<file path="src/sv/assert_macros.svh">
// Assertion macros shared by the RTL of the ring buffer deque.
// Needs no other file; assertions compile away when SYNTHESIS is defined.
`ifndef ASSERT_MACROS_SVH
`define ASSERT_MACROS_SVH
`ifndef SYNTHESIS
// Property must hold at every clock edge outside reset.
`define ASSERT_ALWAYS(label, clk, rst_n, prop) \
    label: assert property (@(posedge clk) disable iff (!rst_n) (prop)) \
        else $error("assertion failed: always");
// Antecedent implies consequent on the following edge.
`define ASSERT_NEXT(label, clk, rst_n, ante, cons) \
    label: assert property (@(posedge clk) disable iff (!rst_n) (ante) |=> (cons)) \
        else $error("assertion failed: next");
`else
`define ASSERT_ALWAYS(label, clk, rst_n, prop)
`define ASSERT_NEXT(label, clk, rst_n, ante, cons)
`endif
`endif

</file>
<file path="src/sv/rbd_pkg.sv">
// Types and codes of the ring buffer deque.
// Used by rbd_cell, ring_buffer_deque_top and the testbench; depends on nothing.
package rbd_pkg;

    localparam int unsigned VALUE_W = 32;
    localparam int unsigned OCC_W   = 4;

    typedef enum logic [1:0] {
        CMD_PUSH_BACK  = 2'd0,
        CMD_PUSH_FRONT = 2'd1,
        CMD_POP_BACK   = 2'd2,
        CMD_POP_FRONT  = 2'd3
    } cmd_t;

    typedef enum logic [1:0] {
        ST_DONE      = 2'd0,
        ST_OVERFLOW  = 2'd1,
        ST_UNDERFLOW = 2'd2
    } status_t;

    // Operation broadcast to every cell of the row alike.
    typedef struct packed {
        logic               add_front;
        logic               take_front;
        logic               add_back;
        logic               take_back;
        logic [VALUE_W-1:0] value;
    } cell_op_t;

endpackage

</file>
<file path="src/sv/rbd_cell.sv">
// One slot of the deque row: a data word and an occupied flag.
// Depends on rbd_pkg; neighbors feed it on shifts toward either end.
module rbd_cell (
    input  logic                           clk,
    input  logic                           rst_n,
    input  rbd_pkg::cell_op_t              op,
    input  logic [rbd_pkg::VALUE_W-1:0]    left_data,
    input  logic                           left_valid,
    input  logic [rbd_pkg::VALUE_W-1:0]    right_data,
    input  logic                           right_valid,
    output logic [rbd_pkg::VALUE_W-1:0]    data,
    output logic                           valid,
    output logic [rbd_pkg::VALUE_W-1:0]    tail_data
);
    import rbd_pkg::*;

    logic [VALUE_W-1:0] data_reg;
    logic [VALUE_W-1:0] data_next;
    logic               valid_reg;
    logic               valid_next;

    always_comb
    begin
        data_next  = data_reg;
        valid_next = valid_reg;
        if (op.add_front)
        begin
            data_next  = left_data;
            valid_next = left_valid;
        end
        else if (op.take_front)
        begin
            data_next  = right_data;
            valid_next = right_valid;
        end
        else if (op.add_back)
        begin
            // first free slot: left neighbor occupied, this one not
            if (!valid_reg && left_valid)
            begin
                data_next  = op.value;
                valid_next = 1'b1;
            end
        end
        else if (op.take_back)
        begin
            if (valid_reg && !right_valid)
                valid_next = 1'b0;
        end
    end

    always_ff @(posedge clk or negedge rst_n)
    begin
        if (!rst_n)
            valid_reg <= 1'b0;
        else
            valid_reg <= valid_next;
    end

    always_ff @(posedge clk)
    begin
        data_reg <= data_next;
    end

    assign data      = data_reg;
    assign valid     = valid_reg;
    // only the last occupied cell drives its word onto the back read
    assign tail_data = (valid_reg && !right_valid) ? data_reg : '0;

endmodule

</file>
<file path="src/sv/ring_buffer_deque_top.sv">
// Ring buffer deque: top level, a row of DEPTH rbd_cell slots plus count and result register.
// Depends on rbd_pkg, rbd_cell and assert_macros.svh.
//
// Usage:
//   Input channel in_valid/in_ready carries cmd and push_value; each beat is
//   one command (push back, push front, pop back, pop front).
//   Output channel out_valid/out_ready carries one result beat per command:
//   status, popped_value, occupancy, is_full, is_empty.
//   Front entry always sits in cell 0; push/pop at the front shift the whole
//   row by one cell, push/pop at the back touch only the boundary cell.
//   Result: registered when the command beat is taken, offered in the next cycle.
//   Throughput: one command per cycle; the result register is refilled in
//   the same cycle it is taken, so in_ready stays high while out_ready does.
//   Receiver stall: with a result waiting and out_ready low, in_ready drops
//   and the row holds its contents.
//   Reset: all slots empty, count zero, no result pending; the block takes
//   commands as soon as reset is released.
`include "assert_macros.svh"
module ring_buffer_deque_top #(
    parameter int unsigned DEPTH = 8
) (
    input  logic                          clk,
    input  logic                          rst_n,
    input  logic                          in_valid,
    output logic                          in_ready,
    input  logic [1:0]                    cmd,
    input  logic [rbd_pkg::VALUE_W-1:0]   push_value,
    output logic                          out_valid,
    input  logic                          out_ready,
    output logic [1:0]                    status,
    output logic [rbd_pkg::VALUE_W-1:0]   popped_value,
    output logic [rbd_pkg::OCC_W-1:0]     occupancy,
    output logic                          is_full,
    output logic                          is_empty
);
    import rbd_pkg::*;

    localparam int unsigned CW    = $clog2(DEPTH + 1);
    localparam int unsigned EXT_W = (CW > OCC_W) ? CW : OCC_W;

    cmd_t               cmd_in;
    logic               accept;
    logic               full_now;
    logic               empty_now;
    logic               do_push;
    logic               do_pop;
    cell_op_t           op;

    logic [VALUE_W-1:0] cell_data  [DEPTH];
    logic               cell_valid [DEPTH];
    logic [VALUE_W-1:0] cell_tail  [DEPTH];
    logic [VALUE_W-1:0] back_word;
    logic [DEPTH-1:0]   valid_vec;

    logic [CW-1:0]      count_reg;
    logic [CW-1:0]      count_next;
    logic [EXT_W-1:0]   count_ext;

    logic               out_valid_reg;
    logic               out_valid_next;
    status_t            status_reg;
    status_t            status_next;
    logic [VALUE_W-1:0] popped_reg;
    logic [VALUE_W-1:0] popped_next;
    logic [OCC_W-1:0]   occ_reg;
    logic               full_reg;
    logic               empty_reg;

    assign cmd_in    = cmd_t'(cmd);
    assign in_ready  = !out_valid_reg || out_ready;
    assign accept    = in_valid && in_ready;
    assign full_now  = (count_reg == CW'(DEPTH));
    assign empty_now = (count_reg == '0);

    assign do_push = accept && !full_now
                     && ((cmd_in == CMD_PUSH_BACK) || (cmd_in == CMD_PUSH_FRONT));
    assign do_pop  = accept && !empty_now
                     && ((cmd_in == CMD_POP_BACK) || (cmd_in == CMD_POP_FRONT));

    always_comb
    begin
        op.add_front  = do_push && (cmd_in == CMD_PUSH_FRONT);
        op.add_back   = do_push && (cmd_in == CMD_PUSH_BACK);
        op.take_front = do_pop && (cmd_in == CMD_POP_FRONT);
        op.take_back  = do_pop && (cmd_in == CMD_POP_BACK);
        op.value      = push_value;
    end

    genvar gi;
    generate
        for (gi = 0; gi < DEPTH; gi++)
        begin : g_cell
            logic [VALUE_W-1:0] l_data;
            logic               l_valid;
            logic [VALUE_W-1:0] r_data;
            logic               r_valid;

            if (gi == 0)
            begin : g_head
                assign l_data  = push_value;
                assign l_valid = 1'b1;
            end
            else
            begin : g_mid_l
                assign l_data  = cell_data[gi-1];
                assign l_valid = cell_valid[gi-1];
            end

            if (gi == DEPTH - 1)
            begin : g_tail
                assign r_data  = '0;
                assign r_valid = 1'b0;
            end
            else
            begin : g_mid_r
                assign r_data  = cell_data[gi+1];
                assign r_valid = cell_valid[gi+1];
            end

            rbd_cell u_cell (
                .clk         (clk),
                .rst_n       (rst_n),
                .op          (op),
                .left_data   (l_data),
                .left_valid  (l_valid),
                .right_data  (r_data),
                .right_valid (r_valid),
                .data        (cell_data[gi]),
                .valid       (cell_valid[gi]),
                .tail_data   (cell_tail[gi])
            );

            assign valid_vec[gi] = cell_valid[gi];
        end
    endgenerate

    // at most one cell drives a nonzero tail word
    always_comb
    begin
        back_word = '0;
        for (int i = 0; i < DEPTH; i++)
            back_word = back_word | cell_tail[i];
    end

    always_comb
    begin
        count_next = count_reg;
        if (do_push)
            count_next = count_reg + CW'(1);
        else if (do_pop)
            count_next = count_reg - CW'(1);
        count_ext = EXT_W'(count_next);
    end

    always_comb
    begin
        status_next = ST_DONE;
        popped_next = '0;
        if ((cmd_in == CMD_PUSH_BACK) || (cmd_in == CMD_PUSH_FRONT))
        begin
            if (full_now)
                status_next = ST_OVERFLOW;
        end
        else if (empty_now)
            status_next = ST_UNDERFLOW;
        else if (cmd_in == CMD_POP_FRONT)
            popped_next = cell_data[0];
        else
            popped_next = back_word;

        out_valid_next = out_valid_reg;
        if (accept)
            out_valid_next = 1'b1;
        else if (out_ready)
            out_valid_next = 1'b0;
    end

    always_ff @(posedge clk or negedge rst_n)
    begin
        if (!rst_n)
        begin
            count_reg     <= '0;
            out_valid_reg <= 1'b0;
        end
        else
        begin
            count_reg     <= count_next;
            out_valid_reg <= out_valid_next;
        end
    end

    always_ff @(posedge clk)
    begin
        if (accept)
        begin
            status_reg <= status_next;
            popped_reg <= popped_next;
            occ_reg    <= count_ext[OCC_W-1:0];
            full_reg   <= (count_next == CW'(DEPTH));
            empty_reg  <= (count_next == '0);
        end
    end

    assign out_valid    = out_valid_reg;
    assign status       = status_reg;
    assign popped_value = popped_reg;
    assign occupancy    = occ_reg;
    assign is_full      = full_reg;
    assign is_empty     = empty_reg;

    // occupied cells form a run starting at cell 0
    `ASSERT_ALWAYS(a_valid_packed, clk, rst_n, $onehot({1'b0, valid_vec} + (DEPTH + 1)'(1)))
    // count tracks the occupied cells
    `ASSERT_ALWAYS(a_count_match, clk, rst_n, $countones(valid_vec) == int'(count_reg))
    // never above capacity
    `ASSERT_ALWAYS(a_count_range, clk, rst_n, count_reg <= CW'(DEPTH))
    // a refused push leaves the row untouched and yields an overflow result with is_full set
    `ASSERT_NEXT(a_overflow_hold, clk, rst_n, accept && full_now && !cmd[1], $stable(valid_vec) && out_valid && (status == ST_OVERFLOW) && is_full)

endmodule

</file>
<file path="config.mk">
export PLATFORM = sky130hd
export DESIGN_NAME = ring_buffer_deque_top
export DESIGN_NICKNAME = d
export VERILOG_FILES = /design/src/sv/rbd_pkg.sv /design/src/sv/rbd_cell.sv /design/src/sv/ring_buffer_deque_top.sv
export VERILOG_INCLUDE_DIRS = /design/src /design/src/sv
export SDC_FILE = /design/constraint.sdc
export NUM_CORES = 1
export LEC_CHECK = 0
export BUFFER_PORTS_ARGS = -buffer_cell sky130_fd_sc_hd__buf_2
export CAP_MARGIN = 20
export CELL_PAD_IN_SITES_DETAIL_PLACEMENT = 1
export CELL_PAD_IN_SITES_GLOBAL_PLACEMENT = 2
export CORE_ASPECT_RATIO = 0.9
export CORE_UTILIZATION = 45
export CTS_BUF_LIST = sky130_fd_sc_hd__clkbuf_16
export CTS_CLUSTER_SIZE = 8
export DETAILED_ROUTE_END_ITERATION = 6
export GPL_TIMING_DRIVEN = 0
export PLACE_DENSITY = 0.78
export RECOVER_POWER = 100
export SETUP_SLACK_MARGIN = 0.2
export SYNTH_ARGS = -nofsm -noshare
export SYNTH_HDL_FRONTEND = slang
export SYNTH_SLANG_ARGS = --single-unit
export TNS_END_PERCENT = 10
</file>
<file path="constraint.sdc">
create_clock -name clk -period 7.89 [get_ports clk]
set_clock_uncertainty 0.15 [all_clocks]
set_input_delay 0 -clock clk [delete_from_list [all_inputs] [get_ports clk]]
set_output_delay 0 -clock clk [all_outputs]
set_load 0.01 [all_outputs]
</file>
==> impl_results.md, run 1 <==
- Final cell count without fillers: 1,707
- Ys async rst share: 0.0421
- Multi-input gate area: 5060 µm²
- IO buf count: 77
- I/O pins: 80
- Vias in the first global route: 12,080
- Mapped Nets: 1,137
- Die ar.: 33,800 µm²
- Final instance area: 17,400 µm²
- Top cells by area, synth: edfxtp_1 60%, a221o_1 14%, mux2_2 2.5%, dfrtp_1 2.2%, clkbuf_1 2.1%
- CTS tree: done
- Initial Util: 0.462
- Primary FF master, synth: edfxtp_1
- Avg Cell Area, Syn: 13.5 µm²
- 1st-pass router iterations: 5
- DIE WIDTH: 194 µm
- Initial DRC Count: 1,709
- Failing checks: capacitance limit, slew limit
- Remaining DRCs: 0
- Yosys top cell by area: edfxtp_1
- CP most frequent cell: clkbuf_1
- P per Cell Area: 278 nW/µm²
- Outcome: finished with violations
- Final WL: 57,300 µm
- Utilization after layout: 0.542
- Antenna Nets Post-Route: 0
- DP Cell Count: 1,613
- Placer Congestion: 0.867
- Crit-path max cell delay: 1.79 ns
- Syn Inst Count: 1,097
- Most common cell in the netlist: edfxtp_1
- Drt via density: 7.07
- Final Hold Vio Count: 0
- CTS Root Buffer Type: clkbuf_16
- Clock Latency Late Sink: 0.55 ns
- Register Area: 9210 µm²
- Clk buf depth: 3
- Worst slew margin: -1.02
- Crit-path cells: inv_1, ha_1, nand3b_1, nand2_1, o31ai_1, clkbuf_1, clkbuf_1
- CP Max Fanout: 13
- H-tree levels: 2
- Hold WC Path Type: primary input to flop
- Total Nets Final: 1,321
- Largest register FFs: 256
- Routed len/inst: 33.5 µm
- Tmin final: 5.56 ns
- Yosys Warn Count: 0
- Postcts setup bufs: 0
- Final setup violation count: 0
- Register area share after synthesis: 0.620
- CP arrival: 5.57 ns
- Slowest-stage cell, CP: o31ai_1
- Synthesis-to-finish area growth: 17.4%
- CP startpoint kind: flop
- Dpl hpwl: 37,000 µm
- Cts bufs inserted: 44
- Core ar.: 32,200 µm²
- Core Rows: 62
- Hold_buf cts: 38
- Initial antenna violation count: 0
- CTS resizes: 0
- RSZ-0062 raised after global routing: false
- Tot Pwr: 0.00485 W
- Post-synth EDFFs: 296
- Gr ovfl total: 0
- Synth cell types: 50
- Via Count: 12,069
- Worst Tran Pin Value: 3.02 ns
- Synth top cells by count: 296 x edfxtp_1, 213 x a221o_1, 84 x clkbuf_1
- Required @ worst endpoint: 7.90 ns
- First-pass GRT wire length: 82,700 µm
- Crit Path Category: flop to flop
- Pin count of the biggest net entering global routing: 26
- Setup TNS: 0 ns
- Final period util: 0.704
- Seq cells post-synth: 309
- Synth top area share: 0.598
- Max-cap violation count: 3
- Crit end category: flop
- Total GRT Usage: 0.337
- Share of cells above drive strength 1: 0.121
- Leak Pwr: 6.10 nW
- Die H: 174 µm
- Worst VDD drop: 0.182 mV
- Worst-path clk slew: 0.05 ns
- Slew Viols, Final: 51
- Cell area after synthesis: 14,900 µm²
- Clock sink count: 309
- Maximum clock frequency: 180 MHz
- Number of fill cells: 3,220
- Area of placed instances: 16,200 µm²
==> final cells by class <==
class / instances / area share
Clock buffer: 46 / 0.0660
Multi-Input combinational cell: 648 / 0.290
Sequential cell: 309 / 0.528
Buffer: 133 / 0.0303
Tap cell: 416 / 0.0298
Antenna cell: 1 / 0.000143
Inverter: 7 / 0.00158
Timing Repair Buffer: 138 / 0.0513
Clock inverter: 9 / 0.00272
==> placed cells by master (no fill, tap or decap), types with 13 or more instances in the layout <==
cell           instances
edfxtp_1             296
a22oi_1               26
o31ai_1               21
a221o_1              213
o21ai_0               30
and2_1                28
nand2_1               80
a21oi_1               42
dfrtp_1               13
buf_2                 55
mux2_2                33
a21o_1                32
clkbuf_1             170
a22o_1                25
clkbuf_16             46
dlygate4sd3_1         38
and3b_1               21
==> kinds of logic after synthesis <==
family / after synthesis / share of synthesized area
AO/OA/AOI/OAI: 432 / 0.248
XOR/XNOR: 2 / 0.00118
adder cells (fa/ha/maj): 2 / 0.00168
buffers and inverters: 140 / 0.0398
flip-flops: 309 / 0.620
multiplexers: 33 / 0.0250
AND/OR/NAND/NOR: 179 / 0.0642
==> power breakdown <==
group | switching [W] | internal, W
Combinational | 0.000662 | 0.000346
Clock | 0.000709 | 0.00102
Sequential | 0.0000986 | 0.00201
==> final timing paths <==
check	cells after the start	endpoint	slack [ns]	start
max in group asynchronous	3	g_cell[0].u_cell.valid	6.64	rst_n
worst max register to register	7	g_cell[0].u_cell.data[16]	2.33	count_reg[0]
worst max-delay path	7	g_cell[0].u_cell.data[16]	2.33	count_reg[0]
worst min-delay path	3	g_cell[0].u_cell.data[10]	0.15	push_value[10]
min in group asynchronous	3	out_valid	0.47	rst_n
worst min register to register	1	g_cell[1].u_cell.data[19]	0.42	g_cell[0].u_cell.data[19]
==> stage by stage <==
stage                     hold WS, ns  setup slack [ns]
after detailed placement       -0.222              4.00
after global routing            0.161              2.04
after floorplan                -0.446              3.56
after global placement         -0.226            -0.232
after CTS                       0.130              3.99
final                           0.151              2.33
==> critical path, delay by kind of cell, from the launching register on <==
kind	cells	cell delay (ns)
AO/OA/AOI/OAI	1	1.79
AND/OR/NAND/NOR	2	0.65
adder cells (fa/ha/maj)	1	0.29
buffers and inverters	3	1.85
flip-flops	1	0.43
==> routing by layer <==
| metal | GRT usage | up-vias | wire, µm |
|---|---|---|---|
| met5 | 0 | - | 0 |
| met4 | 0.116 | 0 | 1620 |
| met3 | 0.0745 | 129 | 5990 |
| met2 | 0.516 | 830 | 25700 |
| met1 | 0.474 | 6169 | 23900 |
| li1 | - | 4941 | - |
Note: power is estimated with default switching activity, not from simulation.
==> run 2: changes to the inputs <==
ABC_AREA = 1   (was default)
CORE_UTILIZATION = 38   (was 45)
PLACE_DENSITY = 0.73   (was 0.78)
clock period = 4.58 ns   (was 7.89 ns; I/O delays follow)
==> run 2 against run 1 <==
  * The flow now finishes without violations
  * Total power up 92%
  * Die area grew 29%
  * Design area rose by 5.6%
  * Non-clock buffer count is 48 lower
  * Utilization shrank 10 points
  * Register-to-register slack worse by 1.7 ns
  * Global-route usage is 5.8 points lower
  * Synthesized area rose by 8.8%
  * Synthesized cell count up 32%
  * Via count rose by 4.7%
  * Largest power group unchanged
==> impl_results.md, run 2 <==
- Outcome: complete, no violations (was finished with violations)
- Antenna Nets Post-Route: 0 (unchanged)
- Core ar.: 41,800 µm² (was 32,200 µm²)
- Cts bufs inserted: 44 (unchanged)
- Leak Pwr: 7.14 nW (was 6.10 nW)
- Gr ovfl total: 0 (unchanged)
- Top layer in use: met4 (unchanged)
- CTS Root Buffer Type: clkbuf_16 (unchanged)
- Register Area: 9210 µm² (unchanged)
- Synth Area in Adders: 0.00155 (was 0.00168)
- Most common cell in the netlist: edfxtp_1 (unchanged)
- Ys async rst share: 0.0421 (unchanged)
- Compound-gate portion of the synthesized area: 0.227 (was 0.248)
- CP Max Fanout: 18 (was 13)
- Worst-path clk slew: 0.06 ns (was 0.05 ns)
- Mapped Nets: 1,489 (was 1,137)
- RSZ-0062 raised after global routing: false (unchanged)
- Avg Cell Area, Syn: 11.2 µm² (was 13.5 µm²)
- Top cells by area, synth: edfxtp_1 55%, o221ai_2 9.7%, inv_1 5.7%, nand2_1 5.1%, o22ai_1 3.7% (was edfxtp_1 60%, a221o_1 14%, mux2_2 2.5%, dfrtp_1 2.2%, clkbuf_1 2.1%)
- Maximum clock frequency: 255 MHz (was 180 MHz)
- H-tree levels: 2 (unchanged)
- Initial Util: 0.387 (was 0.462)
- Area of placed instances: 17,700 µm² (was 16,200 µm²)
- Simple-gate share of the synthesized area: 0.114 (was 0.0642)
- Final period util: 0.857 (was 0.704)
- Multiplexer area fraction after synthesis: 0 (was 0.0250)
- Die H: 198 µm (was 174 µm)
- Initial DRC Count: 962 (was 1,709)
- Dpl hpwl: 39,500 µm (was 37,000 µm)
- DP Cell Count: 2,089 (was 1,613)
- Total GRT Usage: 0.279 (was 0.337)
- PnR worst setup slack: 0.657 ns (was 2.33 ns)
- Die ar.: 43,400 µm² (was 33,800 µm²)
- Clock sink count: 309 (unchanged)
- Synth cell types: 33 (was 50)
- 1st-pass router iterations: 5 (unchanged)
- Final setup violation count: 0 (unchanged)
- First-pass GRT wire length: 86,800 µm (was 82,700 µm)
- Yosys Warn Count: 0 (unchanged)
- Tmin final: 3.92 ns (was 5.56 ns)
- Met3 WL: 3720 µm (was 5990 µm)
- Worst slew margin: 0.158 (was -1.02)
- XOR/XNOR Fraction of Synth Area: 0.00108 (was 0.00118)
- Routed len/inst: 27.1 µm (was 33.5 µm)
- CP arrival: 4.02 ns (was 5.57 ns)
- Final instance area: 18,400 µm² (was 17,400 µm²)
- CP startpoint kind: flop (unchanged)
- I/O pins: 80 (unchanged)
- Crit end category: flop (unchanged)
- Clock Latency Late Sink: 0.57 ns (was 0.55 ns)
- Worst VDD drop: 0.255 mV (was 0.182 mV)
- Pre-CTS WS: 1.16 ns (was 4.00 ns)
- Total Nets Final: 1,668 (was 1,321)
- DIE WIDTH: 219 µm (was 194 µm)
- Initial antenna violation count: 0 (unchanged)
- M1 WL: 26,400 µm (was 23,900 µm)
- Synth top area share: 0.550 (was 0.598)
- Share of cells above drive strength 1: 0.116 (was 0.121)
- Drt via density: 5.79 (was 7.07)
- Final cell count without fillers: 2,183 (was 1,707)
- Remaining DRCs: 0 (unchanged)
- Final WL: 59,300 µm (was 57,300 µm)
- Post-synth EDFFs: 296 (unchanged)
- Pin count of the biggest net entering global routing: 24 (was 26)
- CTS resizes: 0 (unchanged)
- Tot Pwr: 0.00931 W (was 0.00485 W)
- Diode count: 0 (was 1)
- Max-cap violation count: 0 (was 3)
- Largest register FFs: 256 (unchanged)
- Synthesis-to-finish area growth: 14.0% (was 17.4%)
- Worst Tran Pin Value: 1.26 ns (was 3.02 ns)
- Final Hold Vio Count: 0 (unchanged)
- IO buf count: 79 (was 77)
- Vias in the first global route: 12,987 (was 12,080)
- Crit Path Category: flop to flop (unchanged)
- Via Count: 12,640 (was 12,069)
- P per Cell Area: 505 nW/µm² (was 278 nW/µm²)
- Number of fill cells: 4,645 (was 3,220)
- Main combinational cell family by area after synthesis: compound AO/OA/AOI/OAI gates (unchanged)
- Clk buf depth: 3 (unchanged)
- Cell area after synthesis: 16,200 µm² (was 14,900 µm²)
- Syn Inst Count: 1,449 (was 1,097)
- Primary FF master, synth: edfxtp_1 (unchanged)
- Most common cell after layout, fill and taps aside: edfxtp_1 (unchanged)
- Seq cells post-synth: 309 (unchanged)
- Multi-input gate area: 4980 µm² (was 5060 µm²)
- Required @ worst endpoint: 4.68 ns (was 7.90 ns)
- Synth top cells by count: 296 x edfxtp_1, 245 x inv_1, 221 x nand2_1 (was 296 x edfxtp_1, 213 x a221o_1, 84 x clkbuf_1)
- Most frequent cells in the layout: 296 x edfxtp_1, 253 x inv_1, 230 x nand2_1 (was 296 x edfxtp_1, 213 x a221o_1, 170 x clkbuf_1)
- WL met2: 27,400 µm (was 25,700 µm)
- Slew Viols, Final: 0 (was 51)
- Placer Congestion: 0.837 (was 0.867)
- Hold WC Path Type: primary input to flop (unchanged)
- Yosys top cell by area: edfxtp_1 (unchanged)
- Core Rows: 71 (was 62)
- Register area share after synthesis: 0.570 (was 0.620)
- CTS tree: done (unchanged)
- Setup TNS: 0 ns (unchanged)
run 2: through the flow:
step | utilization | hold slack (ns)
2_1_floorplan | - | -0.446
3_3_place_gp | 0.412 | -0.221
3_5_place_dp | 0.423 | -0.220
4_1_cts | 0.460 | 0.110
5_1_grt | 0.440 | 0.157
6_report | 0.440 | 0.124
run 2: area by class of cell:
| type | instances | share of cell area |
|---|---|---|
| multi-input combinational | 802 | 0.270 |
| sequential | 309 | 0.500 |
| clock inverter | 9 | 0.00190 |
| timing repair buffer | 133 | 0.0572 |
| buffer | 90 | 0.0220 |
| clock buffer | 45 | 0.0611 |
| inverter | 248 | 0.0506 |
| tap | 547 | 0.0371 |
run 2: final timing paths:
path                                          start                        end  slack (ns)  cells past startpoint
min in group asynchronous                     rst_n     g_cell[0].u_cell.valid        0.39                      3
max in group asynchronous                     rst_n               count_reg[2]        3.45                      3
min reg2reg                g_cell[0].u_cell.data[8]   g_cell[1].u_cell.data[8]        0.42                      2
max                                    count_reg[0]  g_cell[4].u_cell.data[14]        0.66                     10
max reg2reg                            count_reg[0]  g_cell[4].u_cell.data[14]        0.66                     10
min                                   push_value[1]   g_cell[0].u_cell.data[1]        0.12                      4
run 2: per-layer routing:
| layer | vias to the layer above | global-route usage |
|---|---|---|
| met1 | 6420 | 0.389 |
| met2 | 488 | 0.450 |
| met3 | 119 | 0.0416 |
| met5 | - | 0 |
| li1 | 5613 | - |
| met4 | 0 | 0.0787 |
run 2: kinds of logic (layout without fill, tap and decap cells):
logic type      Yosys count  count (layout)
compound gates          422             422
xor+xnor                  2               2
fa+ha+maj                 2               2
buf+inv                 338             525
flops                   309             309
simple gates            376             376
run 2: what timing repair did:
action	4_1_cts	5_1_grt
hold endpoints to repair	323	0
buffers inserted	0	0
endpoints found under the setup margin	0	0
hold buffers	39	0
run 2: where the power goes:
| group | switching (W) | internal, W |
|---|---|---|
| clock network | 0.00123 | 0.00172 |
| registers | 0.000127 | 0.00357 |
| logic | 0.00193 | 0.000742 |
run 2: worst max-delay path, cell delays in order, from the launching register on:
cell      delay (ns)
dfrtp_1         0.42
inv_1           0.12
ha_1            0.27
nand2_1         0.16
nand2_4         0.15
nor2_8          0.20
nand2_1         0.39
clkbuf_1        0.36
buf_2           0.34
a21oi_4         0.70
buf_12          0.29
==> run 3: changes to the inputs <==
GPL_ROUTABILITY_DRIVEN = 0   (was default)
clock period = 3.5 ns   (was 4.58 ns; I/O delays follow)
==> run 3 against run 2 <==
  * Via count is essentially flat
  * Largest cell class unchanged
  * Combinational power grew 28%
  * Worst hold slack improved by 0.0088 ns
  * Sequential power is 31% higher
  * Fmax is 18% higher
  * Flip-flop and latch count unchanged
  * Sequential share of layout area hardly changed
  * Register-to-register slack lost 0.49 ns
  * Critical path type unchanged
  * Utilization about the same
==> impl_results.md, run 3 (synthesis gave the netlist of run 2 again) <==
- I/O pins: 80 (unchanged)
- Final Hold Vio Count: 0 (unchanged)
- Max-cap violation count: 0 (unchanged)
- Final period util: 0.952 (was 0.857)
- Slew Viols, Final: 0 (unchanged)
- Worst VDD drop: 0.366 mV (was 0.255 mV)
- H-tree levels: 2 (unchanged)
- Total Nets Final: 1,673 (was 1,668)
- Clock Power Share: 0.317 (was 0.316)
- Final cell count without fillers: 2,190 (was 2,183)
- Dpl hpwl: 39,000 µm (was 39,500 µm)
- Initial DRC Count: 1,076 (was 962)
- IO buf count: 79 (unchanged)
- Combinational power share: 0.284 (was 0.287)
- DIE WIDTH: 219 µm (unchanged)
- CP startpoint kind: flop (unchanged)
- Maximum clock frequency: 300 MHz (was 255 MHz)
- Antenna Nets Post-Route: 0 (unchanged)
- Final WL: 59,000 µm (was 59,300 µm)
- Crit-path cells: inv_1, ha_1, nand2_2, nand2_4, nor2_8, nand2_4, buf_6, buf_2, a21oi_1, clkbuf_2, buf_16 (was inv_1, ha_1, nand2_1, nand2_4, nor2_8, nand2_1, clkbuf_1, buf_2, a21oi_4, buf_12)
- First-pass GRT wire length: 87,200 µm (was 86,800 µm)
- Leak Pwr: 7.19 nW (was 7.14 nW)
- Bufs and invs on worst path: 5 (was 4)
- Vias in the first global route: 13,010 (was 12,987)
- Pin count of the biggest net entering global routing: 24 (unchanged)
- Hold WC Path Type: primary input to flop (unchanged)
- Worst slew margin: 0.121 (was 0.158)
- NetSw: 0.00423 W (was 0.00328 W)
- Worst r2r src: count_reg[0] (unchanged)
- Multi-input gate area: 4940 µm² (was 4980 µm²)
- Cell-internal power: 0.00788 W (was 0.00603 W)
- Most frequent cells in the layout: 296 x edfxtp_1, 255 x inv_1, 232 x nand2_1 (was 296 x edfxtp_1, 253 x inv_1, 230 x nand2_1)
- Critical path's top delay family: buffers and inverters (unchanged)
- CTS tree: done (unchanged)
- Crit end category: flop (unchanged)
- Core Rows: 71 (unchanged)
- RSZ-0062 raised after global routing: true (was false)
- Final setup violation count: 0 (unchanged)
- Total GRT Usage: 0.278 (was 0.279)
- Worst hold start: push_value[21] (was push_value[1])
- Die ar.: 43,400 µm² (unchanged)
- Reg2reg end: g_cell[4].u_cell.data[13] (was g_cell[4].u_cell.data[14])
- Clock sink count: 309 (unchanged)
- Drt via density: 5.78 (was 5.79)
- Initial antenna violation count: 0 (unchanged)
- CP most frequent cell: nand2_4 (was nand2_1)
- CP Max Fanout: 12 (was 18)
- Required @ worst endpoint: 3.61 ns (was 4.68 ns)
- CP arrival: 3.44 ns (was 4.02 ns)
- Remaining DRCs: 0 (unchanged)
- DP Cell Count: 2,088 (was 2,089)
- Slowest-stage cell, CP: clkbuf_2 (was a21oi_4)
- Die H: 198 µm (unchanged)
- Most common cell after layout, fill and taps aside: edfxtp_1 (unchanged)
- Initial Util: 0.387 (unchanged)
- 1st-pass router iterations: 5 (unchanged)
- Worst Tran Pin Value: 1.32 ns (was 1.26 ns)
- Cts bufs inserted: 44 (unchanged)
- Crit Path Category: flop to flop (unchanged)
- Worst R2R Setup Slack: 0.17 ns (was 0.66 ns)
- Crit-path max cell delay: 0.47 ns (was 0.70 ns)
- Depth of the worst hold-timing path: 4 (unchanged)
- Switching Share: 0.349 (was 0.352)
- Cells on worst reg2reg path: 11 (was 10)
- Clock Latency Late Sink: 0.57 ns (about the same)
- Hold Path End: g_cell[0].u_cell.data[21] (was g_cell[0].u_cell.data[1])
- Tmin final: 3.33 ns (was 3.92 ns)
- Via Count: 12,649 (was 12,640)
- Routed len/inst: 26.9 µm (was 27.1 µm)
- Gr ovfl total: 0 (unchanged)
- Clk buf depth: 3 (unchanged)
- Setup TNS: 0 ns (unchanged)
- P per Cell Area: 658 nW/µm² (was 505 nW/µm²)
- Register Area: 9210 µm² (unchanged)
- Largest register FFs: 256 (unchanged)
- Synthesis-to-finish area growth: 13.9% (was 14.0%)
- CTS Root Buffer Type: clkbuf_16 (unchanged)
- Share of cells above drive strength 1: 0.122 (was 0.116)
- Worst-path clk slew: 0.05 ns (was 0.06 ns)
- Number of fill cells: 4,613 (was 4,645)
- Core ar.: 41,800 µm² (unchanged)
- Outcome: complete, no violations (unchanged)
- Register share of total power: 0.399 (was 0.397)
run 3: power groups by stage:
stage	Clock [W]	Sequential, W	Combinational, W
floorplan	0	0.00491	0.00206
global placement	0	0.00492	0.00338
detailed placement	0	0.00490	0.00355
CTS	0.00391	0.00483	0.00362
global route	0.00403	0.00488	0.00372
finish	0.00384	0.00483	0.00343
run 3: through the flow:
stage               area (µm²)  total power [W]   util  setup slack, ns  hold WS (ns)
floorplan                16200          0.00697      -            0.156        -0.446
global route             18400           0.0126  0.440           0.0595         0.160
CTS                      19300           0.0124  0.461            0.123         0.125
global placement         17300          0.00829  0.413            -2.33        -0.221
finish                   18400           0.0121  0.440            0.168         0.133
detailed placement       17700          0.00845  0.422           -0.152        -0.226
run 3: repair_timing:
action                                  in CTS  in global routing
resized for setup                            0                  0
buffers inserted                             3                  2
hold endpoints to repair                   315                  0
endpoints found under the setup margin     136                 78
hold buffers                                40                  0
pin swaps                                    3                  1
cloned                                       1                  0
run 3: cell type report:
cell class	instances	share of cell area
Clock inverter	10	0.00204
Multi-Input combinational cell	803	0.268
Clock buffer	45	0.0611
Timing Repair Buffer	137	0.0579
Inverter	248	0.0507
Antenna cell	1	0.000136
Sequential cell	309	0.500
Tap cell	547	0.0372
Buffer	90	0.0224
run 3: worst min-delay path: stages:
cell and delay (ns):
dlygate4sd3_1 0.52, buf_2 0.11, nand2_1 0.05, o21ai_0 0.06
run 3: worst max path at each step:
| stage | start | to | slack [ns] | depth (start not counted) |
|---|---|---|---|---|
| after floorplan | out_valid | g_cell[2].u_cell.data[0] | 0.16 | 4 |
| after global placement | count_reg[0] | g_cell[0].u_cell.data[14] | -2.33 | 8 |
| after detailed placement | out_valid | g_cell[4].u_cell.data[14] | -0.15 | 7 |
| after CTS | count_reg[0] | g_cell[1].u_cell.data[13] | 0.12 | 9 |
| after global routing | count_reg[0] | g_cell[4].u_cell.data[11] | 0.06 | 11 |
| final | count_reg[0] | g_cell[4].u_cell.data[13] | 0.17 | 11 |
run 3: layer usage:
layer	vias up	part of all wire	wire, µm	global-route usage
met3	93	0.059	3470	0.0318
met4	0	0.023	1360	0.0795
met2	476	0.46	27100	0.443
met5	-	0	0	0
met1	6450	0.46	27000	0.398
li1	5630	-	-	-
